File: config.mk
export PLATFORM = sky130hd
export DESIGN_NAME = bpad_front
export DESIGN_NICKNAME = d
export VERILOG_FILES = /design/src/bpad_pkg.sv /design/src/bpad_front.sv
export SDC_FILE = /design/constraint.sdc
export NUM_CORES = 1
export LEC_CHECK = 0
export BUFFER_PORTS_ARGS = -buffer_cell sky130_fd_sc_hd__buf_4
export CAP_MARGIN = 20
export CORE_UTILIZATION = 54
export CTS_CLUSTER_DIAMETER = 200
export CTS_CLUSTER_SIZE = 10
export DETAILED_ROUTE_END_ITERATION = 16
export PLACE_DENSITY_LB_ADDON = 0.05
export SYNTH_ARGS = -nofsm -noshare
export SYNTH_HDL_FRONTEND = slang
export SYNTH_SLANG_ARGS = --single-unit
File: constraint.sdc
create_clock -name clk_i -period 7.65 [get_ports clk_i]
set_clock_uncertainty 0.1 [all_clocks]
set_input_delay 0.765 -clock clk_i [delete_from_list [all_inputs] [get_ports clk_i]]
set_output_delay 0.765 -clock clk_i [all_outputs]
set_load 0.03 [all_outputs]
File: src/bpad_pkg.sv
`timescale 1ns / 1ps

package bpad_pkg;

  // Image geometry and the largest supported dimension.
  localparam int unsigned DIM_W   = 13;
  localparam int unsigned POS_W   = 12;
  localparam logic [DIM_W-1:0] MAX_DIM = 13'd4096;

  // Palette geometry.
  localparam int unsigned PAL_DEPTH = 256;
  localparam int unsigned PAL_AW    = $clog2(PAL_DEPTH);
  localparam int unsigned WORD_W    = 32;

  // Queue depths between the front, the back and the result port.
  localparam int unsigned JOBQ_DEPTH = 4;
  localparam int unsigned OUTQ_DEPTH = 4;

  // Input opcodes.
  localparam logic OP_PAL_WRITE = 1'b0;
  localparam logic OP_DATA      = 1'b1;

  // Pixel format codes; the two unused codes decode as 8 bit.
  localparam logic [2:0] FMT_1BPP  = 3'd0;
  localparam logic [2:0] FMT_2BPP  = 3'd1;
  localparam logic [2:0] FMT_4BPP  = 3'd2;
  localparam logic [2:0] FMT_8BPP  = 3'd3;
  localparam logic [2:0] FMT_24BPP = 3'd4;
  localparam logic [2:0] FMT_32BPP = 3'd5;

  // Configuration register indexes.
  typedef enum logic [1:0] {
    CFG_WIDTH   = 2'd0,
    CFG_HEIGHT  = 2'd1,
    CFG_FORMAT  = 2'd2,
    CFG_PADDING = 2'd3
  } cfg_reg_e;

  // Index size of a palette-based byte.
  typedef enum logic [1:0] {
    SUB_1BPP = 2'd0,
    SUB_2BPP = 2'd1,
    SUB_4BPP = 2'd2,
    SUB_8BPP = 2'd3
  } sub_fmt_e;

  // Work handed from the front to the back.
  typedef enum logic [1:0] {
    JOB_PAL_WRITE = 2'd0,
    JOB_INDEXED   = 2'd1,
    JOB_DIRECT    = 2'd2
  } job_kind_e;

  typedef struct packed {
    logic        opcode;
    logic [7:0]  entry_index;
    logic [31:0] entry_word;
    logic [7:0]  data_byte;
  } in_item_t;

  typedef struct packed {
    logic [11:0] row;
    logic [11:0] column;
    logic [7:0]  red;
    logic [7:0]  green;
    logic [7:0]  blue;
    logic [7:0]  alpha;
    logic        last;
  } out_item_t;

  // One job: a palette write, an indexed byte with its pixel count, or one
  // assembled pixel. The word holds alpha, red, green, blue from top to bottom.
  typedef struct packed {
    job_kind_e         kind;
    sub_fmt_e          sub_fmt;
    logic [7:0]        data;
    logic [WORD_W-1:0] word;
    logic [3:0]        count;
    logic [POS_W-1:0]  column;
    logic [POS_W-1:0]  row;
  } job_t;

endpackage

File: src/bpad_front.sv
`timescale 1ns / 1ps

module bpad_front (
  input  logic                     clk_i,
  input  logic                     rst_ni,
  input  logic                     push,
  output logic                     full,
  input  bpad_pkg::in_item_t       in_item_i,
  input  logic                     cfg_valid_i,
  output logic                     cfg_ready_o,
  input  bpad_pkg::cfg_reg_e       cfg_index_i,
  input  logic [bpad_pkg::DIM_W-1:0] cfg_data_i,
  output logic                     job_valid_o,
  input  logic                     job_pop_i,
  output bpad_pkg::job_t           job_o
);
  import bpad_pkg::*;

  localparam int unsigned JQ_AW = $clog2(JOBQ_DEPTH);
  localparam int unsigned JQ_CW = $clog2(JOBQ_DEPTH + 1);

  // Configuration registers.
  logic [DIM_W-1:0] width_q, height_q;
  logic [2:0]       fmt_q;
  logic [1:0]       pad_cfg_q;

  // Decoder position and partial pixel state.
  logic [POS_W-1:0] col_q, col_d;
  logic [POS_W-1:0] row_q, row_d;
  logic [23:0]      pix_asm_q, pix_asm_d;
  logic [1:0]       bip_q, bip_d;
  logic [1:0]       padl_q, padl_d;

  // Job queue.
  job_t             jq_q [JOBQ_DEPTH];
  logic [JQ_AW-1:0] jq_wp_q, jq_rp_q;
  logic [JQ_CW-1:0] jq_cnt_q;

  logic             accept, is_data, is_sub, is_32, row_check, job_push, jq_pop;
  logic [DIM_W-1:0] w_eff, h_eff, col_ext, avail, col_sum, row_next;
  logic [3:0]       per, n_pix;
  logic [1:0]       need;
  sub_fmt_e         sub_fmt;
  logic [POS_W-1:0] row_out;
  job_t             job_in;

  // Configuration writes are always taken.
  assign cfg_ready_o = 1'b1;

  always_ff @(posedge clk_i or negedge rst_ni) begin
    if (!rst_ni) begin
      width_q   <= DIM_W'(1);
      height_q  <= DIM_W'(1);
      fmt_q     <= FMT_8BPP;
      pad_cfg_q <= 2'd0;
    end else if (cfg_valid_i) begin
      unique case (cfg_index_i)
        CFG_WIDTH:   width_q   <= cfg_data_i;
        CFG_HEIGHT:  height_q  <= cfg_data_i;
        CFG_FORMAT:  fmt_q     <= cfg_data_i[2:0];
        CFG_PADDING: pad_cfg_q <= cfg_data_i[1:0];
        default: ;
      endcase
    end
  end

  // Clamp the dimensions to 1..4096.
  always_comb begin
    if (width_q == '0) begin
      w_eff = DIM_W'(1);
    end else if (width_q > MAX_DIM) begin
      w_eff = MAX_DIM;
    end else begin
      w_eff = width_q;
    end
    if (height_q == '0) begin
      h_eff = DIM_W'(1);
    end else if (height_q > MAX_DIM) begin
      h_eff = MAX_DIM;
    end else begin
      h_eff = height_q;
    end
  end

  // Format decode: index size, pixels per byte and whether the format is palette-based.
  always_comb begin
    is_sub  = 1'b1;
    sub_fmt = SUB_8BPP;
    per     = 4'd1;
    unique case (fmt_q) inside
      FMT_1BPP: begin
        sub_fmt = SUB_1BPP;
        per     = 4'd8;
      end
      FMT_2BPP: begin
        sub_fmt = SUB_2BPP;
        per     = 4'd4;
      end
      FMT_4BPP: begin
        sub_fmt = SUB_4BPP;
        per     = 4'd2;
      end
      FMT_24BPP, FMT_32BPP: is_sub = 1'b0;
      default: ;
    endcase
  end

  assign is_32    = (fmt_q == FMT_32BPP);
  assign need     = is_32 ? 2'd3 : 2'd2;
  assign accept   = push && !full;
  assign is_data  = (in_item_i.opcode == OP_DATA);
  assign col_ext  = {1'b0, col_q};
  assign avail    = (col_ext < w_eff) ? (w_eff - col_ext) : '0;
  assign n_pix    = (avail < {9'd0, per}) ? avail[3:0] : per;
  assign row_out  = POS_W'(h_eff - DIM_W'(1) - {1'b0, row_q});
  assign row_next = {1'b0, row_q} + DIM_W'(1);

  // Classify the item, advance the position and build the job.
  always_comb begin
    col_d     = col_q;
    row_d     = row_q;
    pix_asm_d = pix_asm_q;
    bip_d     = bip_q;
    padl_d    = padl_q;
    col_sum   = col_ext;
    row_check = 1'b0;
    job_push  = 1'b0;
    job_in    = '0;
    job_in.column = col_q;
    job_in.row    = row_out;
    job_in.data   = in_item_i.data_byte;

    if (accept) begin
      if (!is_data) begin
        job_push     = 1'b1;
        job_in.kind  = JOB_PAL_WRITE;
        job_in.data  = in_item_i.entry_index;
        job_in.word  = in_item_i.entry_word;
      end else if (padl_q != '0) begin
        padl_d = padl_q - 2'd1;
      end else if (is_sub) begin
        pix_asm_d = '0;
        bip_d     = '0;
        row_check = 1'b1;
        col_sum   = col_ext + {9'd0, n_pix};
        if (n_pix != '0) begin
          job_push       = 1'b1;
          job_in.kind    = JOB_INDEXED;
          job_in.sub_fmt = sub_fmt;
          job_in.count   = n_pix;
        end
      end else if (bip_q >= need) begin
        pix_asm_d = '0;
        bip_d     = '0;
        row_check = 1'b1;
        if (col_ext < w_eff) begin
          col_sum      = col_ext + DIM_W'(1);
          job_push     = 1'b1;
          job_in.kind  = JOB_DIRECT;
          job_in.count = 4'd1;
          job_in.word  = is_32 ?
            {in_item_i.data_byte, pix_asm_q[23:16], pix_asm_q[15:0]} :
            {8'd0, in_item_i.data_byte, pix_asm_q[15:0]};
        end
      end else begin
        case (bip_q)
          2'd0: pix_asm_d[7:0]   = in_item_i.data_byte;
          2'd1: pix_asm_d[15:8]  = in_item_i.data_byte;
          2'd2: pix_asm_d[23:16] = in_item_i.data_byte;
          default: ;
        endcase
        bip_d = bip_q + 2'd1;
      end

      // End of row: wrap the column, step the row and arm the padding skip.
      if (row_check) begin
        if (col_sum >= w_eff) begin
          col_d  = '0;
          row_d  = (row_next >= h_eff) ? '0 : row_next[POS_W-1:0];
          padl_d = pad_cfg_q;
        end else begin
          col_d = col_sum[POS_W-1:0];
        end
      end
    end
  end

  always_ff @(posedge clk_i or negedge rst_ni) begin
    if (!rst_ni) begin
      col_q     <= '0;
      row_q     <= '0;
      pix_asm_q <= '0;
      bip_q     <= '0;
      padl_q    <= '0;
    end else begin
      col_q     <= col_d;
      row_q     <= row_d;
      pix_asm_q <= pix_asm_d;
      bip_q     <= bip_d;
      padl_q    <= padl_d;
    end
  end

  // Job queue toward the back.
  assign full        = (jq_cnt_q == JQ_CW'(JOBQ_DEPTH));
  assign job_valid_o = (jq_cnt_q != '0);
  assign job_o       = jq_q[jq_rp_q];
  assign jq_pop      = job_pop_i && job_valid_o;

  always_ff @(posedge clk_i) begin
    if (job_push) begin
      jq_q[jq_wp_q] <= job_in;
    end
  end

  always_ff @(posedge clk_i or negedge rst_ni) begin
    if (!rst_ni) begin
      jq_wp_q  <= '0;
      jq_rp_q  <= '0;
      jq_cnt_q <= '0;
    end else begin
      if (job_push) begin
        jq_wp_q <= jq_wp_q + JQ_AW'(1);
      end
      if (jq_pop) begin
        jq_rp_q <= jq_rp_q + JQ_AW'(1);
      end
      case ({job_push, jq_pop})
        2'b10:   jq_cnt_q <= jq_cnt_q + JQ_CW'(1);
        2'b01:   jq_cnt_q <= jq_cnt_q - JQ_CW'(1);
        default: ;
      endcase
    end
  end

`ifndef SYNTHESIS
  // A padding byte never produces work.
  a_pad_no_job: assert property (@(posedge clk_i) disable iff (!rst_ni)
    (accept && is_data && padl_q != '0) |-> !job_push)
    else $error("padding byte produced a job");

  // An indexed job carries between one and eight pixels.
  a_idx_count: assert property (@(posedge clk_i) disable iff (!rst_ni)
    (job_push && job_in.kind == JOB_INDEXED) |-> (job_in.count != '0 && job_in.count <= 4'd8))
    else $error("indexed job with bad pixel count");

  // A palette-based byte leaves no partial pixel behind.
  a_sub_clears: assert property (@(posedge clk_i) disable iff (!rst_ni)
    (accept && is_data && padl_q == '0 && is_sub) |=> (bip_q == '0 && pix_asm_q == '0))
    else $error("partial pixel survived a palette-based byte");
`endif

endmodule

==> results of run 1 <==
[cell families (layout without fill, tap and decap cells)]
logic type | count (synthesis) | count (layout)
compound gates | 220 | 220
simple gates | 232 | 232
mux | 123 | 123
other cells | 1 | 1
fa+ha+maj | 72 | 72
flops | 378 | 378
buf+inv | 115 | 351
xor+xnor | 40 | 40
[where the power goes]
| group | internal (uW) | switching, uW | leakage, uW |
|---|---|---|---|
| Clock | 1070 | 767 | 0.000597 |
| Sequential | 2930 | 257 | 0.00380 |
| Combinational | 1590 | 2290 | 0.00366 |
[how the worst max path moves through the flow]
stage,slack (ns),start,endpoint
2_1_floorplan,0.03,width_q[12]$_DFFE_PN0P_,col_q[10]$_DFFE_PN0P_
3_3_place_gp,0.12,width_q[4]$_DFFE_PN0P_,col_q[7]$_DFFE_PN0P_
3_5_place_dp,-0.15,width_q[4]$_DFFE_PN0P_,col_q[10]$_DFFE_PN0P_
4_1_cts,0.002,width_q[1]$_DFFE_PN0P_,col_q[10]$_DFFE_PN0P_
5_1_grt,-0.19,width_q[5]$_DFFE_PN0P_,col_q[10]$_DFFE_PN0P_
6_report,0.23,width_q[4]$_DFFE_PN0P_,col_q[10]$_DFFE_PN0P_
[worst max-delay path, delay by kind of cell (launching register included)]
family          cells  cell delay [ns]
xor+xnor            1             0.12
fa+ha+maj           5             1.50
buf+inv             5             0.70
flops               1             0.40
simple gates        8             1.63
compound gates     17             2.88
[per-layer routing]
layer | track usage, % | share of wire [%] | vias up
met4 | 5.24 | 1.6 | 0
met1 | 34.6 | 43 | 5442
met2 | 40.2 | 49 | 370
met3 | 3.81 | 6.7 | 48
li1 | - | - | 4996
met5 | 0 | 0 | -
[Yosys cell counts, drive strengths merged (13+ instances only)]
master	instances	share of area (%)
inv	73	1.6
dfrtp	86	12
ha	68	4.8
edfxtp	288	49
mux2	42	2.7
a21oi	33	1.0
a22o	43	2.1
nand3	20	0.57
nand2	74	1.6
nor2b	15	0.53
clkbuf	30	0.64
nor3	17	0.48
xnor2	31	1.5
or3	13	0.46
o21ai	48	1.4
mux4	72	9.2
nor2	37	0.79
[final cells by class]
type / count / area [sq um]
repair buffers: 200 / 1510
fillers: 2268 / 10800
multi-input cells: 688 / 6540
clock buffers: 75 / 1210
clock inverters: 3 / 55.1
well taps: 435 / 544
inverters: 73 / 274
flip-flops and latches: 378 / 10900
[registers in the layout (all words and copies together) (netlist names)]
register,cells
jq_cnt_q,3
jq_q,288
jq_wp_q,2
padl_q,2
height_q,13
width_q,13
col_q,12
jq_rp_q,2
pix_asm_q,24
fmt_q,3
bip_q,2
row_q,12
pad_cfg_q,2
[repair_timing]
action | in CTS | in global routing
hold buffers | 0 | 0
pin swaps | 1 | 25
resized for setup | 8 | 57
setup buffers | 0 | 12
endpoints found under the setup margin | 23 | 26
[placed cells by master (no fill, tap or decap), drive strengths merged, types with 6 or more instances in the layout]
master / synthesis / layout
edfxtp: 288 / 288
buf: 12 / 200
dfrtp: 86 / 86
clkbuf: 30 / 75
nand2: 74 / 74
inv: 73 / 74
mux4: 72 / 72
ha: 68 / 68
o21ai: 48 / 48
a22o: 43 / 43
mux2: 42 / 42
nor2: 37 / 37
a21oi: 33 / 33
xnor2: 31 / 31
nand3: 20 / 20
nor3: 17 / 17
nor2b: 15 / 15
or3: 13 / 13
o21a: 12 / 12
a21o: 11 / 11
nor4: 10 / 10
xor2: 9 / 9
nand4: 9 / 9
mux2i: 9 / 9
o22ai: 9 / 9
o211ai: 8 / 8
a32o: 8 / 8
and2: 7 / 7
a31oi: 7 / 7
nor3b: 6 / 6
[through the flow]
stage	hold slack (ns)	utilization (%)	total power (uW)
2_1_floorplan	0.355	-	5750
3_3_place_gp	0.375	61.0	6930
3_5_place_dp	0.381	61.0	6980
4_1_cts	0.117	65.0	8840
5_1_grt	0.137	66.2	9410
6_report	0.116	66.2	8910
==> out/qor.txt, run 1 <==
Outcome = finished, final reports clean
Placed cell areas = 0.0194 sq mm
Routed WL per cell = 21.6 um
TritonCTS buffer count = 43
Number of remaining DRC errors = 0
I/O pins = 144
Tcrit/Tclk final = 97.0%
Leak = 0.00806 uW
Post-Layout Cell Count = 1,852
Slew @ Worst Pin = 1.06 ns
Largest family of logic cells by synthesized area = multiplexers
Min-delay worst type = input port to asynchronous set/reset pin
Core area = 0.0318 sq mm
Mapped Cells = 1,181
Cell Pwr Density = 424 mW/mm^2
Post-Synth XOR/XNOR Area = 2.00%
Placer Congestion = 0.889
Post-synthesis average cell area = 14.9 sq um
Initial Util = 55.2%
Max Transition Viols Final = 0
Placed insts = 1,762
Layout Nets = 1,525
Grt total ovfl = 0
Fraction of synthesized area in multiplexers = 12.4%
Synth Cell Area = 0.0176 sq mm
Final setup fails = 0
Root buffer selected by CTS = clkbuf_16
First-pass GRT wire length = 61,700 um
Cell variety after synth = 68
Max-cap violation count = 0
Syn_nets = 1,322
RR Endpoint = col_q[10]$_DFFE_PN0P_
Via count = 10,900
RSZ-0062 raised after global routing = yes
Antenna Cells = 0
Worst R2R Path Depth = 36
Max Fanout on Critical Path = 6
Crit path largest cell delay = 0.48 ns
Final instance area = 0.0210 sq mm
Reg clk slew, reported paths = 0.05 ns
Initial antenna violation count = 0
Vias/cell = 5.86
Clk buf depth = 3
Vias in the first global route = 10,900
Post-synth ARST share = 23.8%
Required time worst endpoint = 7.99 ns
Final setup TNS = 0 ns
CTS tree = yes
Arrival @ worst endpoint = 7.76 ns
Largest net degree at the start of global routing = 58
Setup crit end kind = register
Die width = 182 um
Crit path launch type = register
Post-synthesis sequential area ratio = 62.1%
Layout cell share with drive strength beyond 1 = 30.5%
Max-slew headroom = 29.2%
Critical path class = register to register
DRT iter0 DRCs = 948
Area Growth Syn to Fin = 19.9%
Crit-path slowest cell = or3_4
Post-DP HPWL = 26,800 um
Compound-Gate Fraction of Synth Area = 9.00%
TritonRoute pass-1 iters = 5
Worst skew pair latency = 0.53 ns
EDFF count, synth = 288
Final WS setup = 0.228 ns
Clock Sinks = 378
VDD IR max = 0.000281 V
Maximum clock rate = 135 MHz
DRT antenna net count = 0
Die Ht = 182 um
Setup slack at placement = -0.147 ns
Num rows = 65
Area of the die = 0.0332 sq mm
CTS HTree Levels = 2
Tmin final = 7.42 ns
Crit path top cell by count = buf_4
Port buffer count = 142
Overall Global Routing Usage = 24.4%
Post-synth top flop = edfxtp_1
Number of synthesized register bits = 378
Post-Synth Adder-Cell Area = 5.30%
R2r startpoint = width_q[4]$_DFFE_PN0P_
Final WL = 39,900 um
Final Hold Fails = 0
Reg2Reg Setup Slack = 0.23 ns
Post-Synth Simple-Gate Area = 6.61%
YS warnings = 0
(Power assumes the default switching activity.)
==> inputs of run 2 (changes only) <==
==> constraint.sdc (replaced) <==
create_clock -name clk_i -period 6.7 [get_ports clk_i]
set_clock_uncertainty 0.1 [all_clocks]
set_input_delay 0.67 -clock clk_i [delete_from_list [all_inputs] [get_ports clk_i]]
set_output_delay 0.67 -clock clk_i [all_outputs]
set_load 0.03 [all_outputs]
==> run 2 against run 1 <==
Clock power is 16% higher. Largest power group unchanged. Design area is 4.0% higher. Register-to-register slack worse by 0.82 ns. Global-route usage is 1.4 points higher. Highest routed layer unchanged. Critical endpoint unchanged. The run now ends with setup timing left. Clock-buffer cell count is 2 higher. Power is 19% higher. Worst hold slack worse by 0.090 ns. Wire length is 4.9% higher. Flip-flop and latch count stayed put. Combinational power is 23% higher. Utilization is 2.6 points higher. Sequential share of layout area is 2.0 points lower.
==> out/qor.txt, run 2 (same netlist as run 1, synthesis figures left out) <==
Top flop regs = jq_q: 288 flops, pix_asm_q: 24 flops
Final WS setup = -0.593 ns
Crit path top cell by count = ha_4
First-pass GRT wire length = 65,500 um
Clk buf depth = 3
Layout Nets = 1,612
Max Transition Viols Final = 0
Commonest non-fill, non-tap cells in the layout = 288 x edfxtp_1, 281 x buf_4, 84 x dfrtp_1, 72 x mux4_2, 70 x inv_1
Post-DP HPWL = 28,500 um
TritonCTS buffer count = 43
Placed insts = 1,841
Initial Util = 55.2%
Vias/cell = 5.78
Crit path launch type = register
RSZ-0062 raised after global routing = yes
Setup crit end kind = register
Num rows = 65
DRT antenna net count = 0
Required time worst endpoint = 7.06 ns
Tmin final = 7.29 ns
Crit-path slowest cell = or4_4
Worst skew pair latency = 0.55 ns
Die width = 182 um
Port buffer count = 142
Via count = 11,200
Final Hold Fails = 0
Core area = 0.0318 sq mm
TritonRoute pass-1 iters = 5
Vias in the first global route = 11,700
Area of the die = 0.0332 sq mm
# fillers = 2,244
Root buffer selected by CTS = clkbuf_16
Overall Global Routing Usage = 25.8%
Multi-input logic area = 0.00669 sq mm
Largest net degree at the start of global routing = 64
Antenna Cells = 0
Routed WL per cell = 21.6 um
Reg area = 0.0109 sq mm
Tcrit/Tclk final = 109%
Number of remaining DRC errors = 0
Max-slew headroom = 32.6%
Commonest non-fill, non-tap cell in the layout = edfxtp_1
Maximum clock rate = 137 MHz
Final setup fails = 26
Post-Layout Cell Count = 1,941
Area Growth Syn to Fin = 24.7%
VDD IR max = 0.000233 V
Die Ht = 182 um
Final WL = 41,900 um
Critical path class = register to register
# hold bufs at CTS = 0
Outcome = finished, violations left
CTS tree = yes
Max-cap violation count = 0
Min-delay worst type = input port to asynchronous set/reset pin
Slew @ Worst Pin = 1.01 ns
Max FFs per register = 288
CTS HTree Levels = 2
Final setup TNS = -13.75 ns
Layout cell share with drive strength beyond 1 = 35.4%
Initial antenna violation count = 0
Failing checks = setup timing
Arrival @ worst endpoint = 7.66 ns
Leak = 0.00853 uW
Largest register by flop count = jq_q
Overall Power = 10,600 uW
Placer Congestion = 0.880
I/O pins = 144
Max Fanout on Critical Path = 6
Reg clk slew, reported paths = 0.06 ns
Cell Pwr Density = 483 mW/mm^2
DRT iter0 DRCs = 945
Clock Sinks = 378
Crit path largest cell delay = 0.52 ns
Grt total ovfl = 0
[run 2: what timing repair did]
item,CTS,global route
resized for setup,24,32
pin swaps,17,9
buffers inserted,12,7
cloned,0,1
setup endpoints to repair,26,26
[run 2: final timing paths]
kind | from | to | slack [ns] | depth (start not counted)
max | width_q[11]$_DFFE_PN0P_ | col_q[10]$_DFFE_PN0P_ | -0.59 | 35
min | rst_ni | width_q[12]$_DFFE_PN0P_ | 0.03 | 1
max reg2reg | width_q[11]$_DFFE_PN0P_ | col_q[10]$_DFFE_PN0P_ | -0.59 | 35
min reg2reg | jq_cnt_q[2]$_DFFE_PN0P_ | jq_cnt_q[2]$_DFFE_PN0P_ | 0.39 | 1
max in group asynchronous | rst_ni | pad_cfg_q[0]$_DFFE_PN0P_ | 5.42 | 2
min in group clk_i | cfg_data_i[12] | height_q[12]$_DFFE_PN0P_ | 0.29 | 2
[run 2: report_power, final]
part	leakage (uW)	internal, uW	switching [uW]	total (uW)
logic	0.00413	2080	2710	4790
registers	0.00380	3350	299	3650
clock network	0.000600	1230	899	2130
total	0.00853	6660	3910	10600
[run 2: cell type report]
cell class | instances | area share [%]
clock buffer | 77 | 5.55
multi-input combinational | 688 | 30.6
timing repair buffer | 287 | 10.1
inverter | 73 | 1.25
tap | 435 | 2.49
sequential | 378 | 49.9
clock inverter | 3 | 0.223
[run 2: per-layer routing]
layer | GRT usage, % | wire, um | up-vias
met4 | 6.08 | 671 | 0
met2 | 43.9 | 21000 | 368
met3 | 3.91 | 2430 | 56
li1 | - | - | 5188
met5 | 0 | 0 | -
met1 | 35.2 | 17800 | 5604
[run 2: worst max-delay path, delay by kind of cell (launching register included)]
kind                       cells  cell delay [ns]
AOI/OAI and AO/OA             14             1.92
buffers and inverters          3             0.33
xor gates and xnor gates       1             0.17
adders and majority gates      4             0.98
and+or+nand+nor               13             3.31
DFF                            1             0.39
[run 2: through the flow]
stage | utilization (%) | hold WS, ns | worst slack [ns] | cell area, sq um
after floorplan | - | 0.274 | -0.134 | 17800
after global placement | 63.6 | 0.378 | -0.364 | 20200
after detailed placement | 63.6 | 0.381 | -0.598 | 20200
after CTS | 68.1 | 0.0389 | -0.485 | 21600
after global routing | 68.8 | 0.0521 | -0.984 | 21900
final | 68.8 | 0.0263 | -0.593 | 21900
==> inputs of run 3 (changes only) <==
--- a/config.mk
+++ b/config.mk
@@ -6,12 +6,13 @@
 export NUM_CORES = 1
 export LEC_CHECK = 0
 export BUFFER_PORTS_ARGS = -buffer_cell sky130_fd_sc_hd__buf_4
-export CAP_MARGIN = 20
+export CAP_MARGIN = 10
 export CORE_UTILIZATION = 54
 export CTS_CLUSTER_DIAMETER = 200
 export CTS_CLUSTER_SIZE = 10
 export DETAILED_ROUTE_END_ITERATION = 16
 export PLACE_DENSITY_LB_ADDON = 0.05
+export RECOVER_POWER = 25
 export SYNTH_ARGS = -nofsm -noshare
 export SYNTH_HDL_FRONTEND = slang
 export SYNTH_SLANG_ARGS = --single-unit
==> run 3 against run 2 <==
The flow finishes with violations (capacitance limit, slew limit, setup timing). Critical endpoint unchanged. Die area did not move. Highest routed layer unchanged. Sequential share of layout area fell by 0.16 points. Utilization rose by 0.19 points. Combinational power rose by 2%.
==> out/qor.txt, run 3 (same netlist as run 1, synthesis figures left out) <==
Clock Sinks = 378
Final WL = 41,900 um
Overall Power = 10,600 uW
Routed WL per cell = 21.5 um
VDD IR max = 0.000243 V
Root buffer selected by CTS = clkbuf_16
Failing checks = capacitance limit, slew limit, setup timing
Critical path class = register to register
Reg clk slew, reported paths = 0.06 ns
CTS tree = yes
TritonRoute pass-1 iters = 7
Cell Pwr Density = 485 mW/mm^2
Layout Nets = 1,619
Vias in the first global route = 11,600
Largest net degree at the start of global routing = 64
Vias/cell = 5.81
TritonCTS buffer count = 43
Via count = 11,300
Max-slew headroom = -85.6%
Slew @ Worst Pin = 2.78 ns
Commonest non-fill, non-tap cell in the layout = edfxtp_1
# hold bufs at CTS = 0
Layout cell share with drive strength beyond 1 = 35.0%
Layout Utilization = 69.0%
Largest register by flop count = jq_q
Post-Layout Cell Count = 1,948
Tmin final = 7.31 ns
Number of remaining DRC errors = 0
Final instance area = 0.0219 sq mm
Core area = 0.0318 sq mm
Top flop regs = jq_q: 288 flops, pix_asm_q: 24 flops
Die width = 182 um
Worst skew pair latency = 0.55 ns
Final setup fails = 26
I/O pins = 144
Die Ht = 182 um
Antenna Cells = 0
Commonest non-fill, non-tap cells in the layout = 288 x edfxtp_1, 272 x buf_4, 85 x dfrtp_1, 72 x mux4_2, 70 x inv_1
Area of the die = 0.0332 sq mm
Max Transition Viols Final = 180
Placer Congestion = 0.880
Required time worst endpoint = 7.06 ns
Arrival @ worst endpoint = 7.67 ns
Port buffer count = 142
Max-cap violation count = 4
First-pass GRT wire length = 65,200 um
Setup slack at placement = -0.563 ns
Crit path largest cell delay = 0.48 ns
Area Growth Syn to Fin = 25.1%
RSZ-0062 raised after global routing = yes
Final WS setup = -0.607 ns
Initial antenna violation count = 0
Post-DP HPWL = 28,500 um
Placed cell areas = 0.0202 sq mm
Leak = 0.00854 uW
Grt total ovfl = 0
DRT iter0 DRCs = 865
Setup crit end kind = register
Outcome = finished, violations left
Placed insts = 1,840
CTS HTree Levels = 2
Initial Util = 55.2%
Overall Global Routing Usage = 25.7%
Min-delay worst type = input port to register
Clk buf depth = 3
Crit-path slowest cell = or3_4
Num rows = 65
Maximum clock rate = 137 MHz
# fillers = 2,225
Crit path launch type = register
Tcrit/Tclk final = 109%
Final Hold Fails = 0
DRT antenna net count = 0
Max Fanout on Critical Path = 6
Max FFs per register = 288
==> run 3: metal layers <==
metal / global-route usage [%] / wire [um] / vias to the layer above
met5: 0 / 0 / -
met4: 7.50 / 878 / 0
met3: 3.27 / 2380 / 69
met2: 42.9 / 21100 / 381
met1: 35.7 / 17500 / 5670
li1: - / - / 5205
==> run 3: power breakdown <==
group          leakage [uW]  total [uW]  switching, uW  internal [uW]
Clock              0.000600        2120            893           1230
Sequential          0.00380        3650            302           3350
Combinational       0.00413        4870           2750           2130
==> run 3: critical path, delay by kind of cell (launching register included) <==
kind                     cells  cell delay (ns)
adder cells (fa/ha/maj)      4             1.09
flip-flops                   1             0.40
buffers and inverters        5             0.61
XOR/XNOR                     1             0.09
AND/OR/NAND/NOR             13             2.88
AO/OA/AOI/OAI               16             2.04
==> run 3: worst paths after layout <==
kind | start | to | slack [ns] | depth (start not counted)
worst max-delay path | width_q[4]$_DFFE_PN0P_ | col_q[10]$_DFFE_PN0P_ | -0.61 | 39
worst min-delay path | cfg_data_i[3] | width_q[3]$_DFFE_PN0P_ | 0.29 | 2
worst max register to register | width_q[4]$_DFFE_PN0P_ | col_q[10]$_DFFE_PN0P_ | -0.61 | 39
worst min register to register | jq_cnt_q[2]$_DFFE_PN0P_ | jq_cnt_q[2]$_DFFE_PN0P_ | 0.40 | 1
max in group asynchronous | rst_ni | pad_cfg_q[0]$_DFFE_PN0P_ | 2.36 | 2
min in group asynchronous | rst_ni | width_q[12]$_DFFE_PN0P_ | 0.80 | 1
==> run 3: repair_timing <==
action / CTS / global route
setup buffers: 12 / 15
gates resized for setup: 35 / 40
gates cloned: 1 / 0
pin swaps: 33 / 22
endpoints found under the setup margin: 26 / 26
==> run 3: layout make-up <==
cell class                 count  area, sq um  share of cell area [%]
timing repair buffer         294         2190                    10.0
sequential                   378        10900                    49.7
clock buffer                  77         1210                    5.53
inverter                      73          274                    1.25
multi-input combinational    688         6760                    30.8
clock inverter                 3         48.8                   0.222
tap                          435          544                    2.48
==> run 3: stage by stage <==
| step | hold WS (ns) | setup TNS, ns |
|---|---|---|
| final | 0.286 | -12.35 |
| after floorplan | 0.274 | -38.74 |
| after global routing | 0.265 | -22.85 |
| after global placement | 0.378 | -6.91 |
| after detailed placement | 0.386 | -11.88 |
| after CTS | 0.0395 | -9.30 |
